### src/hdl/assert_macros.svh
// assertion macros used by the exponential search sequencer
`ifndef ASSERT_MACROS_SVH
`define ASSERT_MACROS_SVH

// property checked at every clock edge outside reset
`define ASSERT_CLK(name, prop, msg) \
  name: assert property (@(posedge clk) disable iff (!rst_n) prop) \
    else $error(msg);

// condition in one cycle implies a condition in the next
`define ASSERT_NEXT(name, ante, cons, msg) \
  name: assert property (@(posedge clk) disable iff (!rst_n) (ante) |=> (cons)) \
    else $error(msg);

`endif

### src/hdl/exs_pkg.sv
// shared types and constants of the exponential search engine
`timescale 1ns / 1ps

package exs_pkg;

  localparam int DEFAULT_STORE_DEPTH = 1024;
  localparam int DEFAULT_KEY_WIDTH   = 32;

  localparam int ENTRY_IDX_W   = 10;
  localparam int VALUE_W       = 32;
  localparam int STATUS_W      = 2;
  localparam int FOUND_W       = 10;
  localparam int ENTRY_COUNT_W = 11;
  localparam int CFG_DATA_W    = 11;
  localparam int CFG_IDX_W     = 1;

  typedef enum logic {
    OP_WRITE  = 1'b0,
    OP_SEARCH = 1'b1
  } op_e_t;

  typedef enum logic [STATUS_W-1:0] {
    ST_OK        = 2'd0,
    ST_NOT_FOUND = 2'd1,
    ST_EMPTY     = 2'd2
  } status_t;

  typedef enum logic [CFG_IDX_W-1:0] {
    CFG_ENTRY_COUNT    = 1'b0,
    CFG_COMPARE_SIGNED = 1'b1
  } cfg_idx_t;

  typedef struct packed {
    logic lt;
    logic eq;
  } cmp_res_t;

endpackage

### src/hdl/exs_cmp.sv
// shared key comparator, unsigned or two's complement ordering
`timescale 1ns / 1ps

module exs_cmp #(
  parameter int KEY_WIDTH = exs_pkg::DEFAULT_KEY_WIDTH
) (
  input  logic                 signed_mode,
  input  logic [KEY_WIDTH-1:0] entry,
  input  logic [KEY_WIDTH-1:0] key,
  output exs_pkg::cmp_res_t    res
);
  import exs_pkg::*;

  logic [KEY_WIDTH-1:0] sign_flip;
  logic [KEY_WIDTH-1:0] entry_ord;
  logic [KEY_WIDTH-1:0] key_ord;

  // flipping the sign bit maps signed order onto unsigned order
  assign sign_flip = {signed_mode, {(KEY_WIDTH-1){1'b0}}};
  assign entry_ord = entry ^ sign_flip;
  assign key_ord   = key ^ sign_flip;

  always_comb begin
    res.lt = entry_ord < key_ord;
    res.eq = entry_ord == key_ord;
  end

endmodule

### config.mk
export PLATFORM = sky130hd
export DESIGN_NAME = exs_cmp
export DESIGN_NICKNAME = d
export VERILOG_FILES = /design/src/hdl/assert_macros.svh /design/src/hdl/exs_pkg.sv /design/src/hdl/exs_cmp.sv
export SDC_FILE = /design/constraint.sdc
export NUM_CORES = 1
export LEC_CHECK = 0
export BUFFER_PORTS_ARGS = -buffer_cell sky130_fd_sc_hd__buf_2
export CORE_MARGIN = 1.5
export CORE_UTILIZATION = 40
export DETAILED_ROUTE_END_ITERATION = 8
export PLACE_DENSITY_LB_ADDON = 0.1
export SYNTH_ARGS = -nofsm -noshare
export SYNTH_HDL_FRONTEND = slang
export SYNTH_SLANG_ARGS = --single-unit
### constraint.sdc
create_clock -name vclk -period 2.3
set_input_delay 0.345 -clock vclk [all_inputs]
set_output_delay 0.345 -clock vclk [all_outputs]
set_load 0.005 [all_outputs]
==> run_results.csv <==
group,metric,value,unit
synth,synthTopCellsByCount,"ha_1, inv_1, a21oi_1, nand2_1, nor2_1",
placement,dp.cells,210,
worst_setup_path,path_class,"primary input to output pin",
power,peakVddDrop,0.08221,mV
global_routing,grt_pass1_wl,3284,um
placement,gp_congestion,0.6725,
synth,synthSimpleGateAreaFrac,0.1699,
synth,synth_mux_area_frac,0,
sta,setup_viol,0,
outcome,status,"finished clean",
final_layout,drive_above_1_share,0.4372,
synth,synth_fa_ha_area_frac,0.4769,
synth,ys_seq_area_frac,0,
worst_hold_path,whs_path_depth,5,
synth,yosysWarnings,0,
synth,syn_inst,116,
synth,synth_nets,213,
synth,synth_largest_area_cell,"ha_1",
final_layout,antenna_cells,0,
sta,hold_violations,0,
sta,fin_crit_sh,0.9585,
sta,clock.fmax,453.6,MHz
route,drc_errors,0,
sta,min_period,2.204,ns
die,die-area,2383,um2
placement,dp_hpwl,1863,um
synth,synth-xor-area-share,0.02086,
worst_hold_path,worst_hold_path_type,"primary input to output pin",
route,drt-vias-per-instance,4.805,
synth,synth_compound_area_frac,0.1937,
final_layout,seq_cells,0,
global_routing,grt_pass1_vias,933,
die,die_y,48.82,um
worst_setup_path,arrival,1.86,ns
final_layout,nClkBuffers,0,
synth,synth_top_area_frac,0.4769,
sta,setup_tns,0,ns
sta,drv_slew,0,
synth,yosys.cell_types.count,22,
final_layout,final_util,0.6371,
final_layout,register_area,0,um2
worst_hold_path,holdPathEnd,"res[0]",
sta,relSlewSlack,0.8140,
worst_setup_path,cp-start-kind,"primary input",
die,rows,16,
route,drt_iter0_drc,10,
route,totalWireLength,2032,um
worst_setup_path,end_kind,"output pin",
synth,synthesis.area,839.6,um2
power,power_leakage,0.7679,nW
route,drtPass1Iterations,4,
final_layout,instances_no_fill,210,
synth,synthTopCellsByArea,"ha_1, inv_1, a21oi_1",
sta,worst_pin_slew,0.2785,ns
route,postRouteAntennaNets,0,
global_routing,antenna_found_initial,0,
route,num_vias,1009,
worst_setup_path,crit_fanout,2,
placement,port-buffer-count,67,
global_routing,grt_max_degree,4,
sta,rsz0062_at_grt,"false",
final_layout,fill_cells,197,
worst_setup_path,worstPathRequired,1.96,ns
worst_hold_path,hp-start,"key[0]",
die,start_util,0.4279,
die,fp.dieW,48.82,um
global_routing,track_usage,0.1619,
synth,post-synth-top-count-cell,"ha_1",
run,cap_violations,0,
global_routing,globalRouteOverflowTotal,0,
route,wire_per_inst,9.676,um
die,core,1962,um2
final_layout,final_net_count,282,
clocking,cts_setup_buffers,0,
die,io-pin-count,67,
synth,avgSynthCellArea,7.238,um2
synth,synth_top_family_by_area,"adder cells",
final_layout,area_growth_syn_to_layout,48.88,%
power,power.density,161.5,nW/um2
==> repair_timing <==
item	in CTS	in global routing
hold buffers	0	0
hold endpoints to repair	0	0
endpoints found under the setup margin	0	2
gates resized for setup	0	6
==> worst max path at each step <==
stage | start | to | slack, ns
finish | signed_mode | res[0] | 0.1
global placement | signed_mode | res[0] | 0.10
CTS | signed_mode | res[0] | 0.005
floorplan | signed_mode | res[0] | 0.36
detailed placement | signed_mode | res[0] | 0.007
global route | key[13] | res[1] | 0.005
==> power breakdown <==
part	internal (mW)	total, mW	switching (mW)	leakage [nW]
sequential	0	0	0	0
clock	0	0	0	0
combinational	0.108	0.202	0.0935	0.768
==> kinds of logic after synthesis <==
logic type,Yosys count
xor+xnor,2
fa+ha+maj,32
compound gates,24
buf+inv,31
simple gates,27
==> metrics by stage <==
stage	power (mW)	cell area, um2	hold WS [ns]	worst slack (ns)
5_1_grt	0.2334	1250	1.215	0.004642
4_1_cts	0.1948	1209	1.178	0.005361
3_3_place_gp	0.1823	1209	1.160	0.1035
3_5_place_dp	0.1937	1209	1.178	0.007166
6_report	0.2019	1250	1.165	0.09551
2_1_floorplan	0.1097	839.6	0.9700	0.3637
==> routing by layer <==
layer / vias up / wire length [um] / share of wire / GRT usage
met5: - / 0 / 0 / 0
li1: 532 / - / - / -
met2: 37 / 1108 / 0.55 / 0.3516
met1: 440 / 768 / 0.38 / 0.1723
met3: 0 / 155 / 0.076 / 0.01534
met4: 0 / 0 / 0 / 0
==> placed cells by master, fill, tap and decap left out <==
| cell | instances |
|---|---|
| ha_1 | 30 |
| a21oi_1 | 9 |
| nand3_1 | 1 |
| and4_2 | 1 |
| o211ai_1 | 2 |
| nand2_1 | 10 |
| and4_4 | 1 |
| o21ai_0 | 4 |
| inv_1 | 31 |
| buf_2 | 67 |
| a21oi_2 | 3 |
| a21bo_1 | 1 |
| a211oi_1 | 1 |
| o21ai_1 | 1 |
| a211oi_2 | 1 |
| ha_4 | 2 |
| nor2b_1 | 2 |
| nor4_2 | 1 |
| nor2_2 | 1 |
| nand4_1 | 4 |
| nor2_1 | 5 |
| a221oi_2 | 1 |
| xor2_1 | 1 |
| or3_4 | 1 |
| a2111oi_2 | 1 |
| xnor2_1 | 1 |
==> layout make-up <==
type	count	area, um2	share of cell area
timing repair buffer	67	335.3	0.2683
multi-input combinational	85	764.5	0.6116
tap	27	33.78	0.02703
inverter	31	116.4	0.09309
==> critical path: stages <==
cell,delay (ns)
buf_2,0.12
xor2_1,0.16
ha_1,0.30
nand4_1,0.12
or3_4,0.41
nor2_2,0.13
nand2_1,0.07
nor2_1,0.09
buf_2,0.11
(Power assumes the default switching activity.)
