$ cat config.mk
export PLATFORM = sky130hd
export DESIGN_NAME = exs_ctrl
export DESIGN_NICKNAME = d
export VERILOG_FILES = /design/src/hdl/exs_pkg.sv /design/src/hdl/exs_ctrl.sv
export VERILOG_INCLUDE_DIRS = /design/src /design/src/hdl
export SDC_FILE = /design/constraint.sdc
export NUM_CORES = 1
export LEC_CHECK = 0
export BUFFER_PORTS_ARGS = -buffer_cell sky130_fd_sc_hd__buf_4
export CORE_AREA = 2 2 195 101
export CTS_BUF_LIST = sky130_fd_sc_hd__clkbuf_16
export CTS_CLUSTER_DIAMETER = 50
export DETAILED_ROUTE_END_ITERATION = 12
export DIE_AREA = 0 0 197 103
export PLACE_DENSITY = 0.73
export SLEW_MARGIN = 20
export SYNTH_ARGS = -nofsm -noshare
export SYNTH_HDL_FRONTEND = slang
export SYNTH_SLANG_ARGS = --single-unit
$ cat constraint.sdc
create_clock -name clk -period 4.3 [get_ports clk]
set_clock_uncertainty 0.15 [all_clocks]
set_input_delay 0.86 -clock clk [delete_from_list [all_inputs] [get_ports clk]]
set_output_delay 0.86 -clock clk [all_outputs]
set_load 0.005 [all_outputs]
$ cat src/hdl/assert_macros.svh
// assertion macros used by the exponential search sequencer
`ifndef ASSERT_MACROS_SVH
`define ASSERT_MACROS_SVH

// property checked at every clock edge outside reset
`define ASSERT_CLK(name, prop, msg) \
  name: assert property (@(posedge clk) disable iff (!rst_n) prop) \
    else $error(msg);

// condition in one cycle implies a condition in the next
`define ASSERT_NEXT(name, ante, cons, msg) \
  name: assert property (@(posedge clk) disable iff (!rst_n) (ante) |=> (cons)) \
    else $error(msg);

`endif

$ cat src/hdl/exs_pkg.sv
// shared types and constants of the exponential search engine
`timescale 1ns / 1ps

package exs_pkg;

  localparam int DEFAULT_STORE_DEPTH = 1024;
  localparam int DEFAULT_KEY_WIDTH   = 32;

  localparam int ENTRY_IDX_W   = 10;
  localparam int VALUE_W       = 32;
  localparam int STATUS_W      = 2;
  localparam int FOUND_W       = 10;
  localparam int ENTRY_COUNT_W = 11;
  localparam int CFG_DATA_W    = 11;
  localparam int CFG_IDX_W     = 1;

  typedef enum logic {
    OP_WRITE  = 1'b0,
    OP_SEARCH = 1'b1
  } op_e_t;

  typedef enum logic [STATUS_W-1:0] {
    ST_OK        = 2'd0,
    ST_NOT_FOUND = 2'd1,
    ST_EMPTY     = 2'd2
  } status_t;

  typedef enum logic [CFG_IDX_W-1:0] {
    CFG_ENTRY_COUNT    = 1'b0,
    CFG_COMPARE_SIGNED = 1'b1
  } cfg_idx_t;

  typedef struct packed {
    logic lt;
    logic eq;
  } cmp_res_t;

endpackage

$ cat src/hdl/exs_ctrl.sv
// search sequencer: write beats, doubling probes, then binary search, plus result register
`timescale 1ns / 1ps
`include "assert_macros.svh"

module exs_ctrl #(
  parameter int STORE_DEPTH = exs_pkg::DEFAULT_STORE_DEPTH,
  parameter int KEY_WIDTH   = exs_pkg::DEFAULT_KEY_WIDTH
) (
  input  logic                              clk,
  input  logic                              rst_n,
  input  logic                              in_valid,
  output logic                              in_stall,
  input  logic                              in_operation,
  input  logic [exs_pkg::ENTRY_IDX_W-1:0]   in_entry_index,
  input  logic [exs_pkg::VALUE_W-1:0]       in_item_value,
  output logic                              out_valid,
  input  logic                              out_stall,
  output logic [exs_pkg::STATUS_W-1:0]      out_status,
  output logic [exs_pkg::FOUND_W-1:0]       out_found_index,
  input  logic [exs_pkg::ENTRY_COUNT_W-1:0] entry_count,
  input  exs_pkg::cmp_res_t                 cmp_res,
  output logic [KEY_WIDTH-1:0]              cmp_key,
  output logic                              wr_en,
  output logic [$clog2(STORE_DEPTH)-1:0]    wr_addr,
  output logic [KEY_WIDTH-1:0]              wr_data,
  output logic [$clog2(STORE_DEPTH)-1:0]    rd_addr
);
  import exs_pkg::*;

  localparam int IDX_W = $clog2(STORE_DEPTH);
  localparam int BW    = $clog2(STORE_DEPTH) + 2;
  localparam int CW    = (BW > ENTRY_COUNT_W) ? BW : ENTRY_COUNT_W;

  typedef enum logic [4:0] {
    S_IDLE   = 5'b00001,
    S_PROBE0 = 5'b00010,
    S_DOUBLE = 5'b00100,
    S_BINARY = 5'b01000,
    S_DONE   = 5'b10000
  } state_t;

  state_t               state_r, state_nxt;
  logic [KEY_WIDTH-1:0] key_r, key_nxt;
  logic [BW-1:0]        count_r, count_nxt;
  logic [BW-1:0]        bound_r, bound_nxt;
  logic [BW-1:0]        lo_r, lo_nxt;
  logic [BW-1:0]        hi_r, hi_nxt;
  logic [BW-1:0]        mid_r, mid_nxt;
  status_t              res_status_r, res_status_nxt;
  logic [FOUND_W-1:0]   res_found_r, res_found_nxt;
  logic                 out_valid_r, out_valid_nxt;
  status_t              out_status_r, out_status_nxt;
  logic [FOUND_W-1:0]   out_found_r, out_found_nxt;
  logic [BW-1:0]        addr_nxt;

  logic                 in_accept;
  logic                 out_free;
  logic                 wr_in_range;
  logic [CW-1:0]        ec_ext;
  logic [BW-1:0]        count_in;
  logic [BW-1:0]        bound_dbl;
  logic [BW-1:0]        ge_lo;
  logic [BW-1:0]        ge_sum;
  logic [BW-1:0]        of_hi;
  logic [BW-1:0]        of_sum;
  logic [BW-1:0]        up_lo;
  logic [BW-1:0]        up_sum;
  logic [BW-1:0]        dn_hi;
  logic [BW-1:0]        dn_sum;

  assign out_free  = !out_valid_r || !out_stall;
  assign in_stall  = (state_r != S_IDLE) || !out_free;
  assign in_accept = in_valid && !in_stall;

  assign wr_in_range = 32'(in_entry_index) < 32'(STORE_DEPTH);
  assign wr_addr     = IDX_W'(in_entry_index);
  assign wr_data     = KEY_WIDTH'(in_item_value);

  assign ec_ext   = CW'(entry_count);
  assign count_in = (ec_ext > CW'(STORE_DEPTH)) ? BW'(STORE_DEPTH) : BW'(ec_ext);

  // candidate midpoints for every branch, in parallel with the compare
  assign bound_dbl = {bound_r[BW-2:0], 1'b0};
  assign ge_lo     = bound_r >> 1;
  assign ge_sum    = ge_lo + bound_r;
  assign of_hi     = count_r - BW'(1);
  assign of_sum    = bound_r + of_hi;
  assign up_lo     = mid_r + BW'(1);
  assign up_sum    = up_lo + hi_r;
  assign dn_hi     = mid_r - BW'(1);
  assign dn_sum    = lo_r + dn_hi;

  always_comb begin
    state_nxt      = state_r;
    key_nxt        = key_r;
    count_nxt      = count_r;
    bound_nxt      = bound_r;
    lo_nxt         = lo_r;
    hi_nxt         = hi_r;
    mid_nxt        = mid_r;
    res_status_nxt = res_status_r;
    res_found_nxt  = res_found_r;
    out_valid_nxt  = out_valid_r;
    out_status_nxt = out_status_r;
    out_found_nxt  = out_found_r;
    addr_nxt       = '0;
    wr_en          = 1'b0;

    if (out_valid_r && !out_stall) begin
      out_valid_nxt = 1'b0;
    end

    unique case (state_r)
      S_IDLE: begin
        if (in_accept) begin
          if (in_operation == OP_WRITE) begin
            wr_en          = wr_in_range;
            out_valid_nxt  = 1'b1;
            out_status_nxt = ST_OK;
            out_found_nxt  = FOUND_W'(in_entry_index);
          end else begin
            key_nxt   = KEY_WIDTH'(in_item_value);
            count_nxt = count_in;
            if (count_in == '0) begin
              res_status_nxt = ST_EMPTY;
              res_found_nxt  = '0;
              state_nxt      = S_DONE;
            end else begin
              state_nxt = S_PROBE0;
            end
          end
        end
      end
      S_PROBE0: begin
        if (cmp_res.eq) begin
          res_status_nxt = ST_OK;
          res_found_nxt  = '0;
          state_nxt      = S_DONE;
        end else if (count_r == BW'(1)) begin
          res_status_nxt = ST_NOT_FOUND;
          res_found_nxt  = '0;
          state_nxt      = S_DONE;
        end else begin
          bound_nxt = BW'(1);
          addr_nxt  = BW'(1);
          state_nxt = S_DOUBLE;
        end
      end
      S_DOUBLE: begin
        if (!cmp_res.lt) begin
          lo_nxt    = ge_lo;
          hi_nxt    = bound_r;
          mid_nxt   = ge_sum >> 1;
          addr_nxt  = ge_sum >> 1;
          state_nxt = S_BINARY;
        end else if (bound_dbl < count_r) begin
          bound_nxt = bound_dbl;
          addr_nxt  = bound_dbl;
        end else begin
          lo_nxt    = bound_r;
          hi_nxt    = of_hi;
          mid_nxt   = of_sum >> 1;
          addr_nxt  = of_sum >> 1;
          state_nxt = S_BINARY;
        end
      end
      S_BINARY: begin
        if (cmp_res.eq) begin
          res_status_nxt = ST_OK;
          res_found_nxt  = FOUND_W'(mid_r);
          state_nxt      = S_DONE;
        end else if (cmp_res.lt) begin
          if (up_lo > hi_r) begin
            res_status_nxt = ST_NOT_FOUND;
            res_found_nxt  = '0;
            state_nxt      = S_DONE;
          end else begin
            lo_nxt   = up_lo;
            mid_nxt  = up_sum >> 1;
            addr_nxt = up_sum >> 1;
          end
        end else begin
          if (mid_r == '0 || dn_hi < lo_r) begin
            res_status_nxt = ST_NOT_FOUND;
            res_found_nxt  = '0;
            state_nxt      = S_DONE;
          end else begin
            hi_nxt   = dn_hi;
            mid_nxt  = dn_sum >> 1;
            addr_nxt = dn_sum >> 1;
          end
        end
      end
      S_DONE: begin
        if (out_free) begin
          out_valid_nxt  = 1'b1;
          out_status_nxt = res_status_r;
          out_found_nxt  = res_found_r;
          state_nxt      = S_IDLE;
        end
      end
      default: begin
        state_nxt = S_IDLE;
      end
    endcase
  end

  always_ff @(posedge clk) begin
    if (!rst_n) begin
      state_r     <= S_IDLE;
      out_valid_r <= 1'b0;
    end else begin
      state_r     <= state_nxt;
      out_valid_r <= out_valid_nxt;
    end
  end

  always_ff @(posedge clk) begin
    key_r        <= key_nxt;
    count_r      <= count_nxt;
    bound_r      <= bound_nxt;
    lo_r         <= lo_nxt;
    hi_r         <= hi_nxt;
    mid_r        <= mid_nxt;
    res_status_r <= res_status_nxt;
    res_found_r  <= res_found_nxt;
    out_status_r <= out_status_nxt;
    out_found_r  <= out_found_nxt;
  end

  assign rd_addr         = IDX_W'(addr_nxt);
  assign cmp_key         = key_r;
  assign out_valid       = out_valid_r;
  assign out_status      = out_status_r;
  assign out_found_index = out_found_r;

  `ASSERT_CLK(a_no_wr_busy, (state_r != S_IDLE) |-> !wr_en, "store written during a search")
  `ASSERT_CLK(a_bin_range, (state_r == S_BINARY) |-> (lo_r <= mid_r && mid_r <= hi_r && hi_r < count_r), "binary probe outside its range")
  `ASSERT_CLK(a_dbl_bound, (state_r == S_DOUBLE) |-> (bound_r != '0 && bound_r < count_r), "doubling probe beyond entry count")
  `ASSERT_NEXT(a_done_hold, state_r == S_DONE && out_valid_r && out_stall, state_r == S_DONE, "search result dropped while output stalled")

endmodule

==> flow_metrics.env <==
export IMPL_outcome="finished with violations"
export IMPL_violations="setup timing"
export IMPL_synth_edf_count=114
export IMPL_min_period_ns=4.98
export IMPL_ios=159
export IMPL_ys_seq_area_share_pct=39.5
export IMPL_drcViolationCount=0
export IMPL_layout_common_cells="277 x buf_4, 114 x edfxtp_1, 75 x ha_1"
export IMPL_dieArea_sq_um=20300
export IMPL_crit_type="register to output port"
export IMPL_stdcell_area_sq_um=12000
export IMPL_crit_fanout=3
export IMPL_antenna_diode_count=0
export IMPL_place_area_sq_um=11000
export IMPL_grt_pass1_vias=7172
export IMPL_cts_buffer_depth=2
export IMPL_pwr_share_seq_pct=39.0
export IMPL_fmax_mhz=201
export IMPL_power_share_combinational_pct=20.8
export IMPL_viasPerCell=5.61
export IMPL_hold_ws_ns=0.391
export IMPL_nNetsFinal=1280
export IMPL_p_total_mw=3.80
export IMPL_coreArea_sq_um=18800
export IMPL_hold_viol=0
export IMPL_end_kind="output port"
export IMPL_rsz0062_at_grt="true"
export IMPL_synth_seq_cells=120
export IMPL_start_kind="register"
export IMPL_p_int_mw=2.74
export IMPL_p_clk_share_pct=40.2
export IMPL_die_h_um=103
export IMPL_die_width_um=197
export IMPL_first_pass_iters=6
export IMPL_syn_inst=903
export IMPL_worst_ep_arrival_time_ns=3.97
export IMPL_max_slew_margin_pct=27.3
export IMPL_cts_hold_buf=0
export IMPL_grt_max_degree=63
export IMPL_max_stage_delay_ns=0.44
export IMPL_dp_hpwl_um=20900
export IMPL_grt_pass1_wl_um=40500
export IMPL_syn_mean_instance_area_sq_um=9.93
export IMPL_wl_um=26900
export IMPL_synth_ff_type="edfxtp_1"
export IMPL_grt_usage_pct=26.6
export IMPL_place_gp_congestion=0.971
export IMPL_syn_to_final_growth_pct=33.5
export IMPL_synthArstFlopShare_pct=0
export IMPL_min_path_type="register to register"
export IMPL_power_switching_mw=1.06
export IMPL_synth_cell_types=74
export IMPL_cts_sinks=120
export IMPL_setup_viol=10
export IMPL_num_rows=36
export IMPL_drt_iter0_drc=811
export IMPL_ir_drop_mv=0.284
export IMPL_final_layout_size_suffix_gt1_share_pct=34.4
export IMPL_clkTransAtPathRegs_ns=0.07
export IMPL_synth_nets=1048
export IMPL_crit_slowest_cell="edfxtp_1"
export IMPL_drv_cap=0
export IMPL_initial_core_util_pct=47.6
export IMPL_cts_tree="done"
export IMPL_period_share_pct=116
export IMPL_antenna_found_initial=0
export IMPL_port_buffers=158
export IMPL_setup_tns_ns=-6.04
export IMPL_wl_per_cell_um=19.3
export IMPL_setup_ws_ns=-0.684
export IMPL_power_density_nw_per_um2=317
export IMPL_critPathRequiredTime_ns=3.29
export IMPL_cts_buffers=17
export IMPL_gr_total_overflow=0
export IMPL_worstPathCellList="nor3_4 > nand2b_1 > or3_4 > or4_4 > xnor2_2 > ha_1 > nor3_2 > and3_1 > a221oi_2 > a22oi_2 > a32oi_1 > nor2_1 > a311o_1 > buf_4"
export IMPL_power_leakage_nw=5.35
export IMPL_yosysWarningCount=0
export IMPL_clock_latency_ns=0.43
export IMPL_tightest_slew_ns=1.09
export IMPL_ant_nets=0
export IMPL_ctsRootBufferMaster="clkbuf_16"
export IMPL_netSwitchingFraction_pct=27.8
export IMPL_via_count=7824
export IMPL_final_common_cell="buf_4"
export IMPL_htreeDepth=4
export IMPL_netlist_area_sq_um=8960
export IMPL_maxSlewViolCount=0
[power groups by stage]
| stage | registers (mW) | logic [mW] | clock network, mW |
|---|---|---|---|
| 5_1_grt | 1.49 | 0.862 | 1.59 |
| 3_5_place_dp | 1.50 | 0.775 | 0 |
| 2_1_floorplan | 1.51 | 0.416 | 0 |
| 4_1_cts | 1.48 | 0.783 | 1.54 |
| 3_3_place_gp | 1.50 | 0.754 | 0 |
| 6_report | 1.48 | 0.789 | 1.53 |
[metal layers]
layer	routed length (um)	global-route usage (%)	up-vias
li1	-	-	3682
met1	13300	42.3	3694
met2	10600	36.8	423
met3	2790	5.53	25
met4	200	4.57	0
met5	0	0	-
[metrics by stage]
| step | utilization [%] | instances | setup slack (ns) |
|---|---|---|---|
| final | 63.5 | 1395 | -0.684 |
| after global routing | 63.5 | 1395 | -0.838 |
| after CTS | 63.0 | 1393 | -0.583 |
| after detailed placement | 58.4 | 1357 | -0.409 |
| after global placement | 58.4 | 1357 | -0.383 |
| after floorplan | - | 903 | -0.00590 |
[timing repair]
| action | 4_1_cts | 5_1_grt |
|---|---|---|
| resized for setup | 40 | 17 |
| setup buffers | 5 | 2 |
| hold endpoints to repair | 0 | 0 |
| pin swaps | 25 | 21 |
| gates cloned | 0 | 0 |
| endpoints found under the setup margin | 24 | 22 |
[final cells by class]
cell class	instances	area, sq um
fill	1555	6860
multi-input combinational	642	5000
timing repair buffer	289	2250
clock buffer	17	425
sequential	120	3540
clock inverter	15	190
inverter	65	248
tap	247	309
[worst max-delay path, delay by kind of cell (launching register included)]
kind	cells	cell delay, ns
AOI/OAI and AO/OA	4	1.04
xor gates and xnor gates	1	0.16
adders and majority gates	1	0.32
buffers and inverters	1	0.16
DFF	1	0.44
and+or+nand+nor	7	1.42
[registers in the layout, indices dropped and copies added, names as in the netlist, 2 cells and up]
signal and cells:
bound_r 12, cmp_key 32, count_r 11, hi_r 12, lo_r 12, mid_r 11, out_found_index 10, out_status 2
res_found_r 10, res_status_r 2, state_r 5
[path summary, 6_finish.rpt]
check / slack, ns / to / startpoint / cells past startpoint
min: 0.39 / out_status[1]$_SDFFCE_PN0P_ / res_status_r[1]$_SDFFCE_PN1P_ / 2
min reg2reg: 0.39 / out_status[1]$_SDFFCE_PN0P_ / res_status_r[1]$_SDFFCE_PN1P_ / 2
max: -0.68 / rd_addr[9] / mid_r[4]$_DFFE_PP_ / 14
max reg2reg: 0.08 / state_r[0]$_SDFFE_PN1P_ / mid_r[4]$_DFFE_PP_ / 14
[logic make-up after synthesis]
kind of cell | share of synthesized area, %
adder cells (fa/ha/maj) | 12.2
buffers and inverters | 7.82
XOR/XNOR | 6.45
AO/OA/AOI/OAI | 13.3
AND/OR/NAND/NOR | 15.9
flip-flops | 39.5
multiplexers | 4.86
[cell usage after synthesis (all sizes together), types with 7 or more instances]
cell type | number | area [sq um]
edfxtp | 114 | 3420
nor2 | 53 | 199
clkbuf | 27 | 101
o21ai | 43 | 215
o21bai | 11 | 82.6
and2 | 13 | 81.3
and3 | 21 | 131
xor2 | 23 | 201
mux2i | 24 | 240
nand2b | 10 | 62.6
o31ai | 8 | 60.1
ha | 81 | 1010
nor2b | 21 | 131
a31oi | 9 | 56.3
nand3 | 21 | 105
nand2 | 70 | 263
nor3 | 17 | 96.4
a21oi | 41 | 205
nor4 | 13 | 115
or3 | 8 | 55.1
a211oi | 7 | 52.6
inv | 65 | 244
a21o | 10 | 75.1
xnor2 | 43 | 377
mux2 | 13 | 150
buf | 49 | 355
No activity file was read; power rests on OpenSTA's default activity.
